==> config.mk <==
export PLATFORM = sky130hd
export DESIGN_NAME = multi_key_click_event_detector
export DESIGN_NICKNAME = d
export VERILOG_FILES = /design/src/rtl/mkced_pkg.sv /design/src/rtl/multi_key_click_event_detector.sv
export SDC_FILE = /design/constraint.sdc
export NUM_CORES = 1
export LEC_CHECK = 0
export BUFFER_PORTS_ARGS = -buffer_cell sky130_fd_sc_hd__clkbuf_2
export CAP_MARGIN = 15
export CORE_ASPECT_RATIO = 0.6
export CORE_UTILIZATION = 30
export CTS_CLUSTER_DIAMETER = 30
export CTS_CLUSTER_SIZE = 20
export DETAILED_ROUTE_END_ITERATION = 7
export PLACE_DENSITY = 0.54
export SLEW_MARGIN = 20
export SYNTH_ARGS = -nofsm -noshare
export SYNTH_HDL_FRONTEND = slang
export SYNTH_SLANG_ARGS = --single-unit
export TNS_END_PERCENT = 30
==> constraint.sdc <==
create_clock -name clk_i -period 4.24 [get_ports clk_i]
set_input_delay 0.424 -clock clk_i [delete_from_list [all_inputs] [get_ports clk_i]]
set_output_delay 0.424 -clock clk_i [all_outputs]
set_load 0.005 [all_outputs]
==> src/rtl/mkced_pkg.sv <==
// Shared constants and event flag encoding for the multi-key click event detector.
`timescale 1ns / 1ps

package mkced_pkg;

  // Number of key lines watched (1 to 32).
  localparam int unsigned NUM_KEYS = 8;
  localparam int unsigned KEY_W    = (NUM_KEYS > 1) ? $clog2(NUM_KEYS) : 1;

  // Width of the raw level input; keys beyond it read the released level.
  localparam int unsigned LEVEL_W  = 8;

  localparam int unsigned FLAG_W   = 7;
  localparam int unsigned TIMER_W  = 16;
  localparam int unsigned CFG_IDX_W  = 3;
  localparam int unsigned CFG_DATA_W = 16;

  // Event flag bits.
  localparam logic [FLAG_W-1:0] EV_HOLD   = 7'h01;
  localparam logic [FLAG_W-1:0] EV_DOWN   = 7'h02;
  localparam logic [FLAG_W-1:0] EV_UP     = 7'h04;
  localparam logic [FLAG_W-1:0] EV_SINGLE = 7'h08;
  localparam logic [FLAG_W-1:0] EV_DOUBLE = 7'h10;
  localparam logic [FLAG_W-1:0] EV_LONG   = 7'h20;
  localparam logic [FLAG_W-1:0] EV_REPEAT = 7'h40;

  // Configuration register indexes.
  localparam logic [CFG_IDX_W-1:0] CFG_DEBOUNCE  = 3'd0;
  localparam logic [CFG_IDX_W-1:0] CFG_LONG_TIME = 3'd1;
  localparam logic [CFG_IDX_W-1:0] CFG_DBL_TIME  = 3'd2;
  localparam logic [CFG_IDX_W-1:0] CFG_RPT_TIME  = 3'd3;
  localparam logic [CFG_IDX_W-1:0] CFG_PRESS_LVL = 3'd4;

  // Input item kinds.
  localparam logic KIND_TICK  = 1'b0;
  localparam logic KIND_CHECK = 1'b1;

endpackage

==> src/rtl/multi_key_click_event_detector.sv <==
// Multi-key click event detector: top level with key sweep sequencer and shared key update unit.
// Sequencing: a tick transaction sweeps the keys one per cycle through the shared update unit
//   and then shows the result strobe; a check transaction passes through the check state.
// Transactions do not overlap: start is refused while busy and is taken again in the cycle
//   the result strobe is shown. The receiver cannot stall.
// Reset: asynchronous, active low; clears all flags, timers and click states, restores the
//   configuration defaults and sets stored levels to the released level.
`timescale 1ns / 1ps

module multi_key_click_event_detector
  import mkced_pkg::*;
(
  input  logic                  clk_i,
  input  logic                  rst_ni,
  // Command channel
  input  logic                  start,
  output logic                  busy,
  input  logic                  kind_i,
  input  logic [LEVEL_W-1:0]    key_levels_i,
  input  logic [7:0]            key_number_i,
  input  logic [FLAG_W-1:0]     event_mask_i,
  // Result channel
  output logic                  valid_o,
  output logic                  hit_o,
  output logic [FLAG_W-1:0]     flags_now_o,
  // Configuration write port
  input  logic                  cfg_we_i,
  input  logic [CFG_IDX_W-1:0]  cfg_index_i,
  input  logic [CFG_DATA_W-1:0] cfg_data_i
);

  typedef enum logic [1:0] {
    SEQ_IDLE,
    SEQ_SWEEP,
    SEQ_CHECK
  } seq_e;

  typedef enum logic [2:0] {
    CS_IDLE,
    CS_PRESSED,
    CS_RELEASED,
    CS_DOUBLE,
    CS_LONG
  } click_e;

  // Configuration registers
  logic [7:0]         debounce_q;
  logic [TIMER_W-1:0] long_time_q;
  logic [TIMER_W-1:0] dbl_time_q;
  logic [TIMER_W-1:0] rpt_time_q;
  logic               press_lvl_q;

  // Per-key state, held in flops; the previous level is taken from lvl_now_q on the fly
  logic [FLAG_W-1:0]  flags_q     [NUM_KEYS];
  logic [TIMER_W-1:0] timer_q     [NUM_KEYS];
  click_e             click_q     [NUM_KEYS];
  logic               lvl_now_q   [NUM_KEYS];
  logic [7:0]         sample_cnt_q;

  // Sequencer and captured transaction
  seq_e               seq_q;
  logic [KEY_W-1:0]   idx_q;
  logic               sample_q;
  logic [LEVEL_W-1:0] levels_q;
  logic [KEY_W-1:0]   key_q;
  logic               in_range_q;
  logic [FLAG_W-1:0]  mask_q;
  logic [FLAG_W-1:0]  res_flags_q;

  // Registered outputs
  logic               valid_q;
  logic               hit_q;
  logic [FLAG_W-1:0]  flags_out_q;

  // Accept decode
  logic               accept;
  logic [7:0]         cnt_inc;
  logic               sample_now;

  // Shared key update unit: works on key idx_q
  logic [FLAG_W-1:0]  cur_flags;
  logic [TIMER_W-1:0] cur_timer;
  click_e             cur_click;
  logic               cur_prev;
  logic [TIMER_W-1:0] tmr_dec;
  logic [LEVEL_W-1:0] lvl_shift;
  logic               rel_lvl;
  logic               raw_lvl;
  logic               is_pressed;
  logic [FLAG_W-1:0]  flags_d;
  logic [TIMER_W-1:0] timer_d;
  click_e             click_d;
  logic               last_key;
  logic               key_match;

  // Check unit
  logic               chk_hit;
  logic [FLAG_W-1:0]  chk_flags;

  assign accept     = start && !busy;
  assign busy       = (seq_q != SEQ_IDLE);
  assign valid_o    = valid_q;
  assign hit_o      = hit_q;
  assign flags_now_o = flags_out_q;

  // Sample on this tick once the counter reaches the debounce period
  assign cnt_inc    = sample_cnt_q + 8'd1;
  assign sample_now = !(cnt_inc < debounce_q);

  assign cur_flags  = flags_q[idx_q];
  assign cur_timer  = timer_q[idx_q];
  assign cur_click  = click_q[idx_q];
  assign cur_prev   = lvl_now_q[idx_q];
  assign last_key   = (idx_q == KEY_W'(NUM_KEYS - 1));
  assign key_match  = in_range_q && (idx_q == key_q);

  // Keys beyond the level input read the released level
  assign rel_lvl    = ~press_lvl_q;
  assign lvl_shift  = levels_q >> idx_q;
  assign raw_lvl    = (32'(idx_q) < 32'(LEVEL_W)) ? lvl_shift[0] : rel_lvl;
  assign is_pressed = (raw_lvl == press_lvl_q);

  // Count the timer down first; the click machine sees the decremented value
  assign tmr_dec    = (cur_timer != '0) ? cur_timer - TIMER_W'(1) : cur_timer;

  always_comb begin
    flags_d = cur_flags;
    timer_d = tmr_dec;
    click_d = cur_click;
    if (sample_q) begin
      if (is_pressed) begin
        flags_d = flags_d | EV_HOLD;
      end else begin
        flags_d = flags_d & ~EV_HOLD;
      end
      if (is_pressed && (cur_prev == rel_lvl)) begin
        flags_d = flags_d | EV_DOWN;
      end
      if (!is_pressed && (cur_prev == press_lvl_q)) begin
        flags_d = flags_d | EV_UP;
      end
      case (cur_click)
        CS_IDLE: begin
          if (is_pressed) begin
            click_d = CS_PRESSED;
            timer_d = long_time_q;
          end
        end
        CS_PRESSED: begin
          if (!is_pressed) begin
            click_d = CS_RELEASED;
            timer_d = dbl_time_q;
          end else if (tmr_dec == '0) begin
            click_d = CS_LONG;
            timer_d = rpt_time_q;
            flags_d = flags_d | EV_LONG;
          end
        end
        CS_RELEASED: begin
          if (is_pressed) begin
            click_d = CS_DOUBLE;
            flags_d = flags_d | EV_DOUBLE;
          end else if (tmr_dec == '0) begin
            click_d = CS_IDLE;
            flags_d = flags_d | EV_SINGLE;
          end
        end
        CS_DOUBLE: begin
          if (!is_pressed) begin
            click_d = CS_IDLE;
          end
        end
        CS_LONG: begin
          if (!is_pressed) begin
            click_d = CS_IDLE;
          end else if (tmr_dec == '0) begin
            flags_d = flags_d | EV_REPEAT;
            timer_d = rpt_time_q;
          end
        end
        default: begin
          click_d = CS_IDLE;
        end
      endcase
    end
  end

  // Check: a hit clears the masked flags, unless the mask is hold alone
  assign chk_hit   = |(cur_flags & mask_q);
  assign chk_flags = (chk_hit && (mask_q != EV_HOLD)) ? (cur_flags & ~mask_q) : cur_flags;

  always_ff @(posedge clk_i or negedge rst_ni) begin
    if (!rst_ni) begin
      debounce_q   <= 8'd10;
      long_time_q  <= 16'd1000;
      dbl_time_q   <= 16'd300;
      rpt_time_q   <= 16'd100;
      press_lvl_q  <= 1'b0;
      for (int k = 0; k < NUM_KEYS; k++) begin
        flags_q[k]    <= '0;
        timer_q[k]    <= '0;
        click_q[k]    <= CS_IDLE;
        lvl_now_q[k]  <= 1'b1;
      end
      sample_cnt_q <= '0;
      seq_q        <= SEQ_IDLE;
      idx_q        <= '0;
      sample_q     <= 1'b0;
      levels_q     <= '0;
      key_q        <= '0;
      in_range_q   <= 1'b0;
      mask_q       <= '0;
      res_flags_q  <= '0;
      valid_q      <= 1'b0;
      hit_q        <= 1'b0;
      flags_out_q  <= '0;
    end else begin
      valid_q <= 1'b0;

      // Configuration writes; indexes beyond the list are dropped
      if (cfg_we_i) begin
        case (cfg_index_i)
          CFG_DEBOUNCE:  debounce_q  <= cfg_data_i[7:0];
          CFG_LONG_TIME: long_time_q <= cfg_data_i;
          CFG_DBL_TIME:  dbl_time_q  <= cfg_data_i;
          CFG_RPT_TIME:  rpt_time_q  <= cfg_data_i;
          CFG_PRESS_LVL: press_lvl_q <= cfg_data_i[0];
          default: ;
        endcase
      end

      case (seq_q)
        SEQ_IDLE: begin
          if (accept) begin
            levels_q    <= key_levels_i;
            key_q       <= key_number_i[KEY_W-1:0];
            in_range_q  <= (key_number_i < 8'(NUM_KEYS));
            mask_q      <= event_mask_i;
            res_flags_q <= '0;
            if (kind_i == KIND_TICK) begin
              // Settle the debounce decision once per tick, then sweep the keys
              sample_q     <= sample_now;
              sample_cnt_q <= sample_now ? 8'd0 : cnt_inc;
              idx_q        <= '0;
              seq_q        <= SEQ_SWEEP;
            end else begin
              idx_q <= key_number_i[KEY_W-1:0];
              seq_q <= SEQ_CHECK;
            end
          end
        end
        SEQ_SWEEP: begin
          // Advance one key through the shared update unit
          flags_q[idx_q] <= flags_d;
          timer_q[idx_q] <= timer_d;
          click_q[idx_q] <= click_d;
          if (sample_q) begin
            lvl_now_q[idx_q] <= raw_lvl;
          end
          if (key_match) begin
            res_flags_q <= flags_d;
          end
          if (last_key) begin
            valid_q     <= 1'b1;
            hit_q       <= 1'b0;
            flags_out_q <= key_match ? flags_d : res_flags_q;
            seq_q       <= SEQ_IDLE;
          end else begin
            idx_q <= idx_q + KEY_W'(1);
          end
        end
        SEQ_CHECK: begin
          valid_q <= 1'b1;
          seq_q   <= SEQ_IDLE;
          if (in_range_q) begin
            flags_q[idx_q] <= chk_flags;
            hit_q          <= chk_hit;
            flags_out_q    <= chk_flags;
          end else begin
            hit_q       <= 1'b0;
            flags_out_q <= '0;
          end
        end
        default: begin
          seq_q <= SEQ_IDLE;
        end
      endcase
    end
  end

endmodule

Word level (Yosys, flattened, before mapping). Cells that the tools add are included.

Bits in registers: 322. Input port bits: 47. Output and inout bits: 10. Word-level logic and storage cells: 189.

$add $sub $neg: 3. Order comparisons: 4. Equal/unequal tests: 20. Shift operators: 1. Multiplexer cells: 74. Bitwise operators: 6. Reductions and logical operators: 32.

Operators with widths (count): 16-bit 2-to-1 mux (9); 128-bit bitwise mux (1); 56-bit bitwise mux (2); 56-bit case mux with 2 select lines (1); 7-bit 2-to-1 mux (11); 56-bit 2-to-1 mux (1); 16-bit binary-select mux with 3-bit select (1); 16-bit demux with 3-bit select (1); 16-bit case mux with 3 select lines (1); 3-bit 2-to-1 mux (14); 7-bit case mux with 2 select lines (2); 24-bit bitwise mux (1); 2-bit AND reduction (11); 7-bit binary-select mux with 3-bit select (1); 7-bit demux with 3-bit select (1); 7-bit case mux with 3 select lines (1); 16-bit logical NOT (1); 16-bit nonzero test (1); 16-bit by 1-bit subtractor with 16-bit output, second input constant (1); 7-bit AND (2); 3-bit by 2-bit == test with 1-bit output, second input constant (4); 6-bit 2-to-1 mux (2); 3-bit case mux with 4 select lines (1); 3-bit binary-select mux with 3-bit select (1); 38 further kinds (68).

Longest topological paths before layout. Gate-level depths: netlist (run 1).

Depth after elaboration: 15. Gate-level depth with buffers: 16.

Worst setup path before layout (run 1). No wires, ideal clock.

Path kind: flip-flop to flip-flop. Start point: reg idx_q[2]. End point: reg flags_q[10] in the netlist's numbering. Setup time: 0.096 ns. Arrival time: 4.039 ns. Data required time: 4.144 ns. Path slack: 0.105 ns. Stages on the path, launching flop included: 16. Path buffers: 5. Period minus slack after synthesis: 4.135 ns. Cells stage by stage: dfrtp_1 > buf_2 > inv_2 > buf_4 > buf_2 > buf_1 > mux4_2 > ha_1 > nand3_2 > nor4_1 > mux2i_1 > o2111ai_4 > nor3_4 > buf_6 > a41oi_4 > o31ai_1.

Word-level cells in the longest chain between the ends: 13. Elaborated cells on any way between the ends: 41. Classes of those cells: add/sub: 1; order compare: 2; eq/ne: 4; shift: 1; mux: 25; bitwise: 3; reduce/logical: 5.

RTL lines: start: declaration (line multi_key_click_event_detector.sv:62) `logic [KEY_W-1:0] idx_q;`; start signal: assignment (line multi_key_click_event_detector.sv:247) `idx_q <= key_number_i[KEY_W-1:0];`; start signal: assignment (line multi_key_click_event_detector.sv:269) `idx_q <= idx_q + KEY_W'(1);`; 3-bit NOT with 4-bit output (implied by the code); 16-bit binary-select mux with 3-bit select (line multi_key_click_event_detector.sv:111) `assign cur_timer = timer_q[idx_q];`; 16-bit 2-to-1 mux (implied by the code) (2 in a row) (line multi_key_click_event_detector.sv:111); 16-bit by 1-bit subtractor with 16-bit output or 16-bit nonzero test (tied branches) (line multi_key_click_event_detector.sv:124) `assign tmr_dec = (cur_timer != '0) ? cur_timer - TIMER_W'(1) : cur_timer;`; 16-bit 2-to-1 mux (line multi_key_click_event_detector.sv:124); 16-bit logical NOT (line multi_key_click_event_detector.sv:163) `end else if (tmr_dec == '0) begin`; 4-bit 2-to-1 mux (line multi_key_click_event_detector.sv:163); 5-bit 2-to-1 mux (line multi_key_click_event_detector.sv:160) `if (is_pressed) begin`; 7-bit case mux with 3 select lines (line multi_key_click_event_detector.sv:142) `case (cur_click)`; 7-bit 2-to-1 mux (line multi_key_click_event_detector.sv:130) `if (sample_q) begin`; 56-bit bitwise mux (line multi_key_click_event_detector.sv:254) `flags_q[idx_q] <= flags_d;`; 56-bit case mux with 2 select lines (*) (line multi_key_click_event_detector.sv:232) `case (seq_q)`; end signal: indexed assignment (line multi_key_click_event_detector.sv:254); end signal: indexed assignment (line multi_key_click_event_detector.sv:276) `flags_q[idx_q] <= chk_flags;`; end: declaration (line multi_key_click_event_detector.sv:54) `logic [FLAG_W-1:0] flags_q [NUM_KEYS];`.

Mark *: on every way between the ends. The rest lies on a longest branch, timed or not. The select of a mux whose other input is x is not followed. A chain may end at the register's enable or synchronous reset.

Final worst setup path (run 1).
Start point: reg idx_q[0]. End point: reg click_q[23] in the netlist's numbering.

Word-level cells in the longest chain between the ends: 12. Elaborated cells on any way between the ends: 33. Classes of those cells: add/sub: 1; order compare: 2; eq/ne: 5; shift: 1; mux: 18; bitwise: 1; reduce/logical: 5.

RTL lines: 3-bit NOT with 4-bit output (implied by the code) (line multi_key_click_event_detector.sv:111, multi_key_click_event_detector.sv:112, multi_key_click_event_detector.sv:256); 16-bit binary-select mux with 3-bit select (line multi_key_click_event_detector.sv:111); 16-bit 2-to-1 mux (implied by the code) (2 in a row) (line multi_key_click_event_detector.sv:111); 16-bit by 1-bit subtractor with 16-bit output or 16-bit nonzero test (tied branches) (line multi_key_click_event_detector.sv:124); 16-bit 2-to-1 mux (line multi_key_click_event_detector.sv:124); 16-bit logical NOT (line multi_key_click_event_detector.sv:153, multi_key_click_event_detector.sv:163); 3-bit 2-to-1 mux, on equally long branches (line multi_key_click_event_detector.sv:163, multi_key_click_event_detector.sv:153); 3-bit 2-to-1 mux, on equally long branches (line multi_key_click_event_detector.sv:160, multi_key_click_event_detector.sv:150); 3-bit case mux with 4 select lines (line multi_key_click_event_detector.sv:142); 3-bit 2-to-1 mux (line multi_key_click_event_detector.sv:130); 24-bit bitwise mux (*) (line multi_key_click_event_detector.sv:256) `click_q[idx_q] <= click_d;`; end signal: indexed assignment (line multi_key_click_event_detector.sv:256); end: declaration (line multi_key_click_event_detector.sv:56) `click_e click_q [NUM_KEYS];`.

Marks and branches as above.

==> results.cfg, run 1 <==
[global_route]
track_usage = 0.186
grt_max_degree = 127
grt.overflow.total = 0
grt_pass1_vias = 12800
grt_pass1_wl_um = 80300
antenna_found_initial = 0

[timing]
slew_headroom = 0.314
setup_ws_ns = 0.141
finalHoldViolCount = 0
clock.fmax_mhz = 244
skew_ns = 0.0348
min_period_ns = 4.10
maxSlewViolCount = 0
worst_pin_slew_ns = 1.02
finalSetupViolations = 0
period_share = 0.967

[clock_tree]
numCtsBuffers = 52
clock_path_buffers = 3
cts_tree = done
htree_levels = 2
cts_sinks = 322
clock_latency_ns = 0.61
root_buffer = clkbuf_16
path_clk_slew_ns = 0.05

[placement]
dp_slack_ns = -0.0642
dp_hpwl_um = 36700
portBuffers = 56
dpl.cell_count = 2364
gp_congestion = 0.945
placedInstanceArea_um2 = 18200

[synth]
synth.cell_area_um2 = 16600
synth-edff-count = 0
synthTopCellsByCount = 299 x dfrtp_1, 271 x nand2_1, 108 x o21ai_0
synthCells = 1594
synth_top_area_frac = 0.450
yosysMostFrequentCell = dfrtp_1
ys_top_cells_by_area = dfrtp_1 45%, mux2_2 6.5%, nand2_1 6.1%
dominantRegCellSynth = dfrtp_1
synth-seq-cells = 322
yosysTopAreaCell = dfrtp_1
synth_warnings = 0
async_flop_share = 1.00
seq_area_frac_synth = 0.486
syn_area_per_cell_um2 = 10.4
synth_cell_type_count = 86
syn-num-nets = 1655

[critical_path]
r2r_start = idx_q[0]$_DFFE_PN0P_
r2r_end = click_q[23]$_DFFE_PN0P_
critPathLaunch = idx_q[0]$_DFFE_PN0P_
worstSetupEndpoint = click_q[23]$_DFFE_PN0P_
arrival_ns = 4.53
endpoint_kind = flop
path_max_fanout = 10
worstRegToRegCells = 11
crit_type = reg -> reg
cp.required_ns = 4.67
start_kind = flop
regToRegSetupSlack_ns = 0.14

[floorplanning]
dieArea_um2 = 56400
die_h_um = 184
start_util = 0.306
rows = 66
die_w_um = 306
core_area_um2 = 54400
io_pins = 57

[run]
cap_violations = 0

[layout]
layout-drive-gt1-share = 0.268
fillers = 5349
diodes = 0
syn_to_final_growth_pct = 21.5
regArea_um2 = 8090
multiInputGateArea_um2 = 8130
fin_nets = 1779
stdcell_area_um2 = 20200
fin_cells = 2476

[power_and_ir_drop]
vdd_ir_drop_max_uv = 522
power_density_nw_per_um2 = 960
total_power_mw = 19.4
leakage_nw = 8.60

[outcome]
status = finished, final reports clean

[drt]
route.detailed.drc = 0
drtIter0Drc = 1290
wl_per_cell_um = 21.0
ant_nets = 0
routed_wl_um = 52000
vias = 13400
first_pass_iters = 6
vias_per_cell = 5.41

[worst_hold_path]
hold_class = in -> reg
-- logic make-up (layout without fill, tap and decap cells) --
logic type               after synthesis  after routing  share of synthesized area
AO/OA/AOI/OAI                        431            431                      0.168
XOR/XNOR                              19             19                     0.0100
adder cells (fa/ha/maj)               14             14                     0.0105
buffers and inverters                129            297                     0.0327
flip-flops                           322            322                      0.486
multiplexers                         191            191                      0.159
AND/OR/NAND/NOR                      488            488                      0.134
-- worst min-delay path by stage --
stage | from | to | slack (ns) | cells past startpoint
floorplan | rst_ni | click_q[0]$_DFFE_PN0P_ | 0.13 | 0
finish | key_number_i[7] | in_range_q$_DFFE_PN0P_ | 0.03 | 2
global route | key_number_i[7] | in_range_q$_DFFE_PN0P_ | 0.01 | 2
global placement | flags_q[12]$_DFFE_PN0P_ | flags_q[12]$_DFFE_PN0P_ | 0.45 | 2
CTS | key_number_i[7] | in_range_q$_DFFE_PN0P_ | 0.01 | 2
detailed placement | flags_q[19]$_DFFE_PN0P_ | flags_q[19]$_DFFE_PN0P_ | 0.46 | 2
-- worst max-delay path: stages (launching register included) --
cell and delay, ns:
dfrtp_4 0.44, buf_4 0.18, mux4_2 0.52, mux2i_2 0.31, nand2_1 0.20, or4b_1 0.56, o21a_1 0.27, o211ai_4 0.41
nor3_4 0.08, buf_4 0.20, a31oi_2 0.60, o21ai_1 0.14
-- placed cells by master (no fill, tap or decap), types with 6 or more instances in the layout --
| cell | n |
|---|---|
| mux2_2 | 96 |
| o31ai_1 | 47 |
| xnor2_1 | 12 |
| inv_6 | 11 |
| o21ai_0 | 108 |
| nand4_1 | 10 |
| and3_1 | 10 |
| mux2i_4 | 7 |
| a31oi_1 | 26 |
| mux2i_1 | 39 |
| buf_12 | 6 |
| a21oi_1 | 69 |
| mux2i_2 | 6 |
| nor2b_1 | 6 |
| nor4_1 | 12 |
| and2_1 | 8 |
| ha_1 | 14 |
| dfstp_2 | 23 |
| o21a_1 | 14 |
| clkinvlp_4 | 7 |
| mux4_2 | 42 |
| nor3_1 | 40 |
| o22ai_1 | 11 |
| nor2_1 | 68 |
| nand2b_1 | 7 |
| buf_4 | 100 |
| inv_8 | 7 |
| nand3_1 | 23 |
| inv_1 | 33 |
| dfrtp_1 | 297 |
| nand2_1 | 271 |
| clkbuf_2 | 55 |
| clkbuf_16 | 53 |
| a21o_1 | 8 |
| o21ai_1 | 71 |
-- area by class of cell --
type                            count  area share
Tap cell                          714      0.0442
Inverter                           35     0.00650
Multi-Input combinational cell   1143       0.402
Timing Repair Buffer              164      0.0585
Sequential cell                   322       0.401
Clock inverter                     41      0.0213
Clock buffer                       57      0.0664
-- metrics by stage --
step / setup TNS, ns / util / hold slack (ns)
global route: -0.00706 / 0.371 / 0.0105
detailed placement: -0.602 / 0.335 / 0.462
finish: 0 / 0.371 / 0.0348
CTS: 0 / 0.368 / 0.0118
floorplan: 0 / - / 0.128
global placement: 0 / 0.335 / 0.455
-- power breakdown --
group          internal, mW  total (mW)  switching, mW
Combinational          3.79        10.4           6.60
Sequential             4.07        4.72          0.650
Clock                  2.47        4.27           1.81
Total                  10.3        19.4           9.06
-- sequential cells by signal, summed over array words and instances (netlist names) --
name,flops
timer_q,128
flags_q,56
click_q,24
dbl_time_q,16
long_time_q,16
rpt_time_q,16
debounce_q,8
levels_q,8
lvl_now_q,8
sample_cnt_q,8
flags_now_o,7
mask_q,7
res_flags_q,7
idx_q,3
key_q,3
seq_q,2
hit_o,1
in_range_q,1
press_lvl_q,1
sample_q,1
valid_o,1
-- layer usage --
layer  share of wire  routed length [um]  track usage
met4           0.015                 776       0.0362
met2            0.36               18700        0.225
met5               0                   0            0
met1            0.52               27100        0.303
met3            0.10                5340       0.0609
-- timing repair --
action | in CTS | in global routing
endpoints found under the hold margin | 79 | 0
endpoints found under the setup margin | 11 | 106
hold buffers | 1 | 0
resized for setup | 4 | 8
pin swaps | 0 | 1
setup buffers | 0 | 13
Note: power is estimated with default switching activity, not from simulation.
==> inputs of run 2 (changes only) <==
--- a/config.mk
+++ b/config.mk
@@ -12,7 +12,7 @@
 export CTS_CLUSTER_DIAMETER = 30
 export CTS_CLUSTER_SIZE = 20
 export DETAILED_ROUTE_END_ITERATION = 7
-export PLACE_DENSITY = 0.54
+export PLACE_DENSITY = 0.52
 export SLEW_MARGIN = 20
 export SYNTH_ARGS = -nofsm -noshare
 export SYNTH_HDL_FRONTEND = slang
==> constraint.sdc (replaced) <==
create_clock -name clk_i -period 4.9 [get_ports clk_i]
set_input_delay 0.49 -clock clk_i [delete_from_list [all_inputs] [get_ports clk_i]]
set_output_delay 0.49 -clock clk_i [all_outputs]
set_load 0.005 [all_outputs]
==> run 2 against run 1 <==
Effect of this change: critical path type unchanged; design area fell by 1.0%; non-clock buffer count fell by 49; global-route usage fell by 0.20 points; critical endpoint is now timer_q[22]$_DFFE_PN0P_.
==> results.cfg, run 2 (synthesized netlist as in run 1, its figures left out) <==
[layout]
top_regs = timer_q (128), flags_q (56), click_q (24)
largest_reg_flops = 128
layout-drive-gt1-share = 0.249
fin_util = 0.368
fin_cells = 2430
fin_nets = 1732
diodes = 0
syn_to_final_growth_pct = 20.3
most-common-layout-cells = 297 x dfrtp_1, 271 x nand2_1, 108 x o21ai_0, 96 x mux2_2, 71 x o21ai_1
largest_register = timer_q
layout_commonest_cell = dfrtp_1

[critical_path]
r2r_start = idx_q[0]$_DFFE_PN0P_
r2r_end = timer_q[22]$_DFFE_PN0P_
start_kind = flop
crit_type = reg -> reg
arrival_ns = 5.06
regToRegSetupSlack_ns = 0.25
endpoint_kind = flop
worstRegToRegCells = 10
cp.required_ns = 5.31
path_max_fanout = 30

[placement]
dp_hpwl_um = 36100
dp_slack_ns = 0.191
gp_congestion = 0.944
dpl.cell_count = 2328
portBuffers = 56

[clock_tree]
cts_tree = done
clock_latency_ns = 0.58
cts_sinks = 322
root_buffer = clkbuf_16
clock_path_buffers = 3
numCtsBuffers = 54
htree_levels = 2
path_clk_slew_ns = 0.06

[floorplanning]
rows = 66
core_area_um2 = 54400
start_util = 0.306
dieArea_um2 = 56400
die_w_um = 306
io_pins = 57
die_h_um = 184

[timing]
rsz0062_at_grt = false
skew_ns = 0.0269
min_period_ns = 4.65
fin_hold_ws_ns = 0.119
slew_headroom = 0.214
period_share = 0.949
setup_ws_ns = 0.248
worst_pin_slew_ns = 1.17
setup_tns_ns = 0
clock.fmax_mhz = 215
finalHoldViolCount = 0
finalSetupViolations = 0
maxSlewViolCount = 0

[drt]
vias = 13200
drtIter0Drc = 1232
first_pass_iters = 5
wl_per_cell_um = 21.1
vias_per_cell = 5.42
route.detailed.drc = 0
ant_nets = 0
routed_wl_um = 51400

[global_route]
grt_pass1_wl_um = 79700
antenna_found_initial = 1
grt_max_degree = 109
grt_pass1_vias = 12700
track_usage = 0.183
grt.overflow.total = 0

[outcome]
status = finished, final reports clean

[worst_hold_path]
whs_path_depth = 2
holdCritStartpoint = key_number_i[7]
worstHoldEndpoint = in_range_q$_DFFE_PN0P_
hold_class = in -> reg

[run]
cap_violations = 0

[power_and_ir_drop]
vdd_ir_drop_max_uv = 431
leakage_nw = 8.47
power_density_nw_per_um2 = 829
run 2: changes by cell type in the layout (fill, tap and decap cells not counted), moves of 3 or more:
| cell | previous run | this run |
|---|---|---|
| clkbuf_8 | 0 | 5 |
| nand3_1 | 23 | 20 |
| clkinv_4 | 3 | 7 |
| buf_4 | 100 | 55 |
| buf_12 | 6 | 3 |
| clkinv_8 | 5 | 0 |
| inv_8 | 7 | 2 |
| nand3_2 | 2 | 5 |
| inv_6 | 11 | 4 |
| bufinv_16 | 1 | 12 |
run 2: layout make-up:
class | count | area (um^2)
fill | 5355 | 34400
multi-input combinational | 1143 | 8100
sequential | 322 | 8090
clock buffer | 65 | 1460
tap | 714 | 893
timing repair buffer | 115 | 773
clock inverter | 36 | 549
inverter | 35 | 131
run 2: worst max path at each step:
stage,from,to,cells after the start
finish,idx_q[0]$_DFFE_PN0P_,timer_q[22]$_DFFE_PN0P_,10
global route,idx_q[0]$_DFFE_PN0P_,timer_q[106]$_DFFE_PN0P_,9
CTS,idx_q[0]$_DFFE_PN0P_,flags_q[54]$_DFFE_PN0P_,9
detailed placement,idx_q[0]$_DFFE_PN0P_,flags_q[54]$_DFFE_PN0P_,9
global placement,idx_q[0]$_DFFE_PN0P_,flags_q[54]$_DFFE_PN0P_,9
floorplan,idx_q[2]$_DFFE_PN0P_,flags_q[10]$_DFFE_PN0P_,15
run 2: where the power goes:
| part | leakage (nW) | total [mW] | internal [mW] | switching [mW] |
|---|---|---|---|---|
| clock | 0.969 | 4.17 | 2.78 | 1.40 |
| combinational | 3.34 | 8.24 | 2.82 | 5.42 |
| sequential | 4.16 | 4.17 | 3.52 | 0.649 |
run 2: timing repair:
| action | 4_1_cts | 5_1_grt |
|---|---|---|
| hold endpoints to repair | 64 | 0 |
| gates resized for setup | 0 | 2 |
| endpoints found under the setup margin | 0 | 14 |
| hold buffers | 1 | 0 |
| setup buffers | 0 | 0 |
run 2: worst max-delay path: stages, from the launching register on:
cell      delay [ns]
dfrtp_4         0.84
mux4_2          0.59
mux2i_2         0.40
nand2_1         0.30
or4b_1          0.58
o21a_1          0.29
o211ai_4        0.40
nor3_4          0.09
buf_4           0.22
a31oi_2         0.59
o31ai_1         0.18
run 2: per-layer routing:
metal | track usage | vias to the layer above | part of all wire
li1 | - | 6010 | -
met1 | 0.305 | 6618 | 0.53
met2 | 0.230 | 472 | 0.37
met3 | 0.0461 | 62 | 0.083
met4 | 0.0310 | 0 | 0.012
met5 | 0 | - | 0
run 2: stage by stage:
step | power (mW) | area (um^2)
final | 16.6 | 20000
after global routing | 17.5 | 20000
after CTS | 16.5 | 20000
after detailed placement | 12.2 | 17900
after global placement | 12.1 | 17900
after floorplan | 9.37 | 16600
==> inputs of run 3 (changes only) <==
--- a/config.mk
+++ b/config.mk
@@ -12,7 +12,7 @@
 export CTS_CLUSTER_DIAMETER = 30
 export CTS_CLUSTER_SIZE = 20
 export DETAILED_ROUTE_END_ITERATION = 7
-export PLACE_DENSITY = 0.52
+export PLACE_DENSITY = 0.49
 export SLEW_MARGIN = 20
 export SYNTH_ARGS = -nofsm -noshare
 export SYNTH_HDL_FRONTEND = slang
==> run 3 against run 2 <==
Effect of this change: design area fell by 0.20%; first-iteration DRC count is 2.1% lower; die area is the same; sequential power about the same; clock skew increased by 0.0043 ns; count of clock-buffer cells in the layout shrank 1; critical path type unchanged; largest power group unchanged.
==> results.cfg, run 3 (synthesized netlist as in run 1, its figures left out) <==
[outcome]
status = finished, final reports clean

[drt]
vias = 13100
wl_per_cell_um = 21.6
first_pass_iters = 5
ant_nets = 0
drtIter0Drc = 1206
route.detailed.drc = 0
routed_wl_um = 52700
vias_per_cell = 5.39

[clock_tree]
post_cts.repair.setup_buffers = 0
clock_latency_ns = 0.60
cts_tree = done
path_clk_slew_ns = 0.06
cts_sinks = 322
clock_path_buffers = 3
numCtsBuffers = 55
htree_levels = 2
root_buffer = clkbuf_16

[global_route]
grt_max_degree = 127
grt_pass1_vias = 12600
use_met3 = 0.0532
met1_usage = 0.321
track_usage = 0.190
use_met2 = 0.227
antenna_found_initial = 0
top_usage_layer = met1
grt.overflow.total = 0
grt_pass1_wl_um = 82000

[power_and_ir_drop]
vdd_ir_drop_max_uv = 367
leakage_nw = 8.45
power_density_nw_per_um2 = 831
total_power_mw = 16.6

[floorplanning]
start_util = 0.306
die_h_um = 184
core_area_um2 = 54400
die_w_um = 306
io_pins = 57
rows = 66
dieArea_um2 = 56400

[worst_hold_path]
holdCritStartpoint = key_number_i[7]
hold_class = in -> reg
whs_path_depth = 2
worstHoldEndpoint = in_range_q$_DFFE_PN0P_

[timing]
skew_ns = 0.0312
slew_headroom = 0.285
setup_ws_ns = 0.273
finalHoldViolCount = 0
clock.fmax_mhz = 216
finalSetupViolations = 0
rsz0062_at_grt = false
maxSlewViolCount = 0
period_share = 0.944
setup_tns_ns = 0
worst_pin_slew_ns = 1.07
min_period_ns = 4.63

[layout]
top_regs = timer_q (128), flags_q (56), click_q (24)
most-common-layout-cells = 297 x dfrtp_1, 271 x nand2_1, 108 x o21ai_0, 96 x mux2_2, 71 x o21ai_1
fin_nets = 1740
largest_reg_flops = 128
syn_to_final_growth_pct = 20.0
fin_util = 0.367
layout-drive-gt1-share = 0.252
largest_register = timer_q
layout_commonest_cell = dfrtp_1
fillers = 5345
stdcell_area_um2 = 20000

[placement]
gp_congestion = 0.912
dp_slack_ns = 0.191
dp_hpwl_um = 37100
placedInstanceArea_um2 = 18000
portBuffers = 56

[critical_path]
crit_type = reg -> reg
cp.required_ns = 5.34
critPathLaunch = idx_q[0]$_DFFE_PN0P_
crit_chain = buf_12, mux4_2, mux2i_2, nand4_1, nor4_1, a211oi_2, o2111ai_2, nor4_4, a31oi_1, o31ai_1
path_max_fanout = 28
start_kind = flop
arrival_ns = 5.07
cp_slowest_cell = nor4_1
endpoint_kind = flop
worstRegToRegCells = 10
regToRegSetupSlack_ns = 0.27
r2r_end = flags_q[33]$_DFFE_PN0P_
r2r_start = idx_q[0]$_DFFE_PN0P_
worst_path_largest_cell_delay_ns = 0.80

[run]
cap_violations = 0
-- run 3: critical path, delay by kind of cell (launching register included) --
kind	cells	cell delay [ns]
compound gates	4	1.37
simple gates	3	1.16
mux	2	0.96
flops	1	0.69
buf+inv	1	0.26
-- run 3: power by group --
part / internal [mW] / switching, mW / total [mW]
combinational: 2.93 / 5.54 / 8.47
sequential: 3.52 / 0.647 / 4.17
clock: 2.46 / 1.49 / 3.95
total: 8.91 / 7.68 / 16.6
-- run 3: cell type report --
class	instances	area (um^2)	area share
timing repair buffer	122	846	0.0424
clock buffer	64	1480	0.0742
sequential	322	8090	0.405
clock inverter	39	430	0.0216
antenna	1	2.50	0.000125
multi-input combinational	1143	8080	0.405
tap	714	893	0.0448
inverter	35	131	0.00658
-- run 3: repair_timing --
| action | CTS | global route |
|---|---|---|
| gates resized for setup | 0 | 1 |
| setup endpoints to repair | 0 | 8 |
| hold buffers | 0 | 1 |
| hold endpoints to repair | 0 | 27 |
-- run 3: layer usage --
metal	up-vias	part of all wire
met5	-	0
met4	0	0.011
met3	56	0.090
met2	484	0.35
met1	6565	0.54
li1	6042	-
-- run 3: worst max-delay path by stage --
stage,end,slack [ns],depth (start not counted)
after floorplan,flags_q[10]$_DFFE_PN0P_,0.76,15
after global placement,flags_q[12]$_DFFE_PN0P_,0.28,11
after detailed placement,flags_q[54]$_DFFE_PN0P_,0.19,11
after CTS,flags_q[54]$_DFFE_PN0P_,0.21,11
after global routing,flags_q[54]$_DFFE_PN0P_,0.03,11
final,flags_q[33]$_DFFE_PN0P_,0.27,10
-- run 3: stage by stage --
stage / hold WS [ns] / instances
floorplan: 0.194 / 1594
global placement: 0.456 / 2334
detailed placement: 0.464 / 2334
CTS: 0.0547 / 2437
global route: 0.0728 / 2439
finish: 0.0760 / 2440
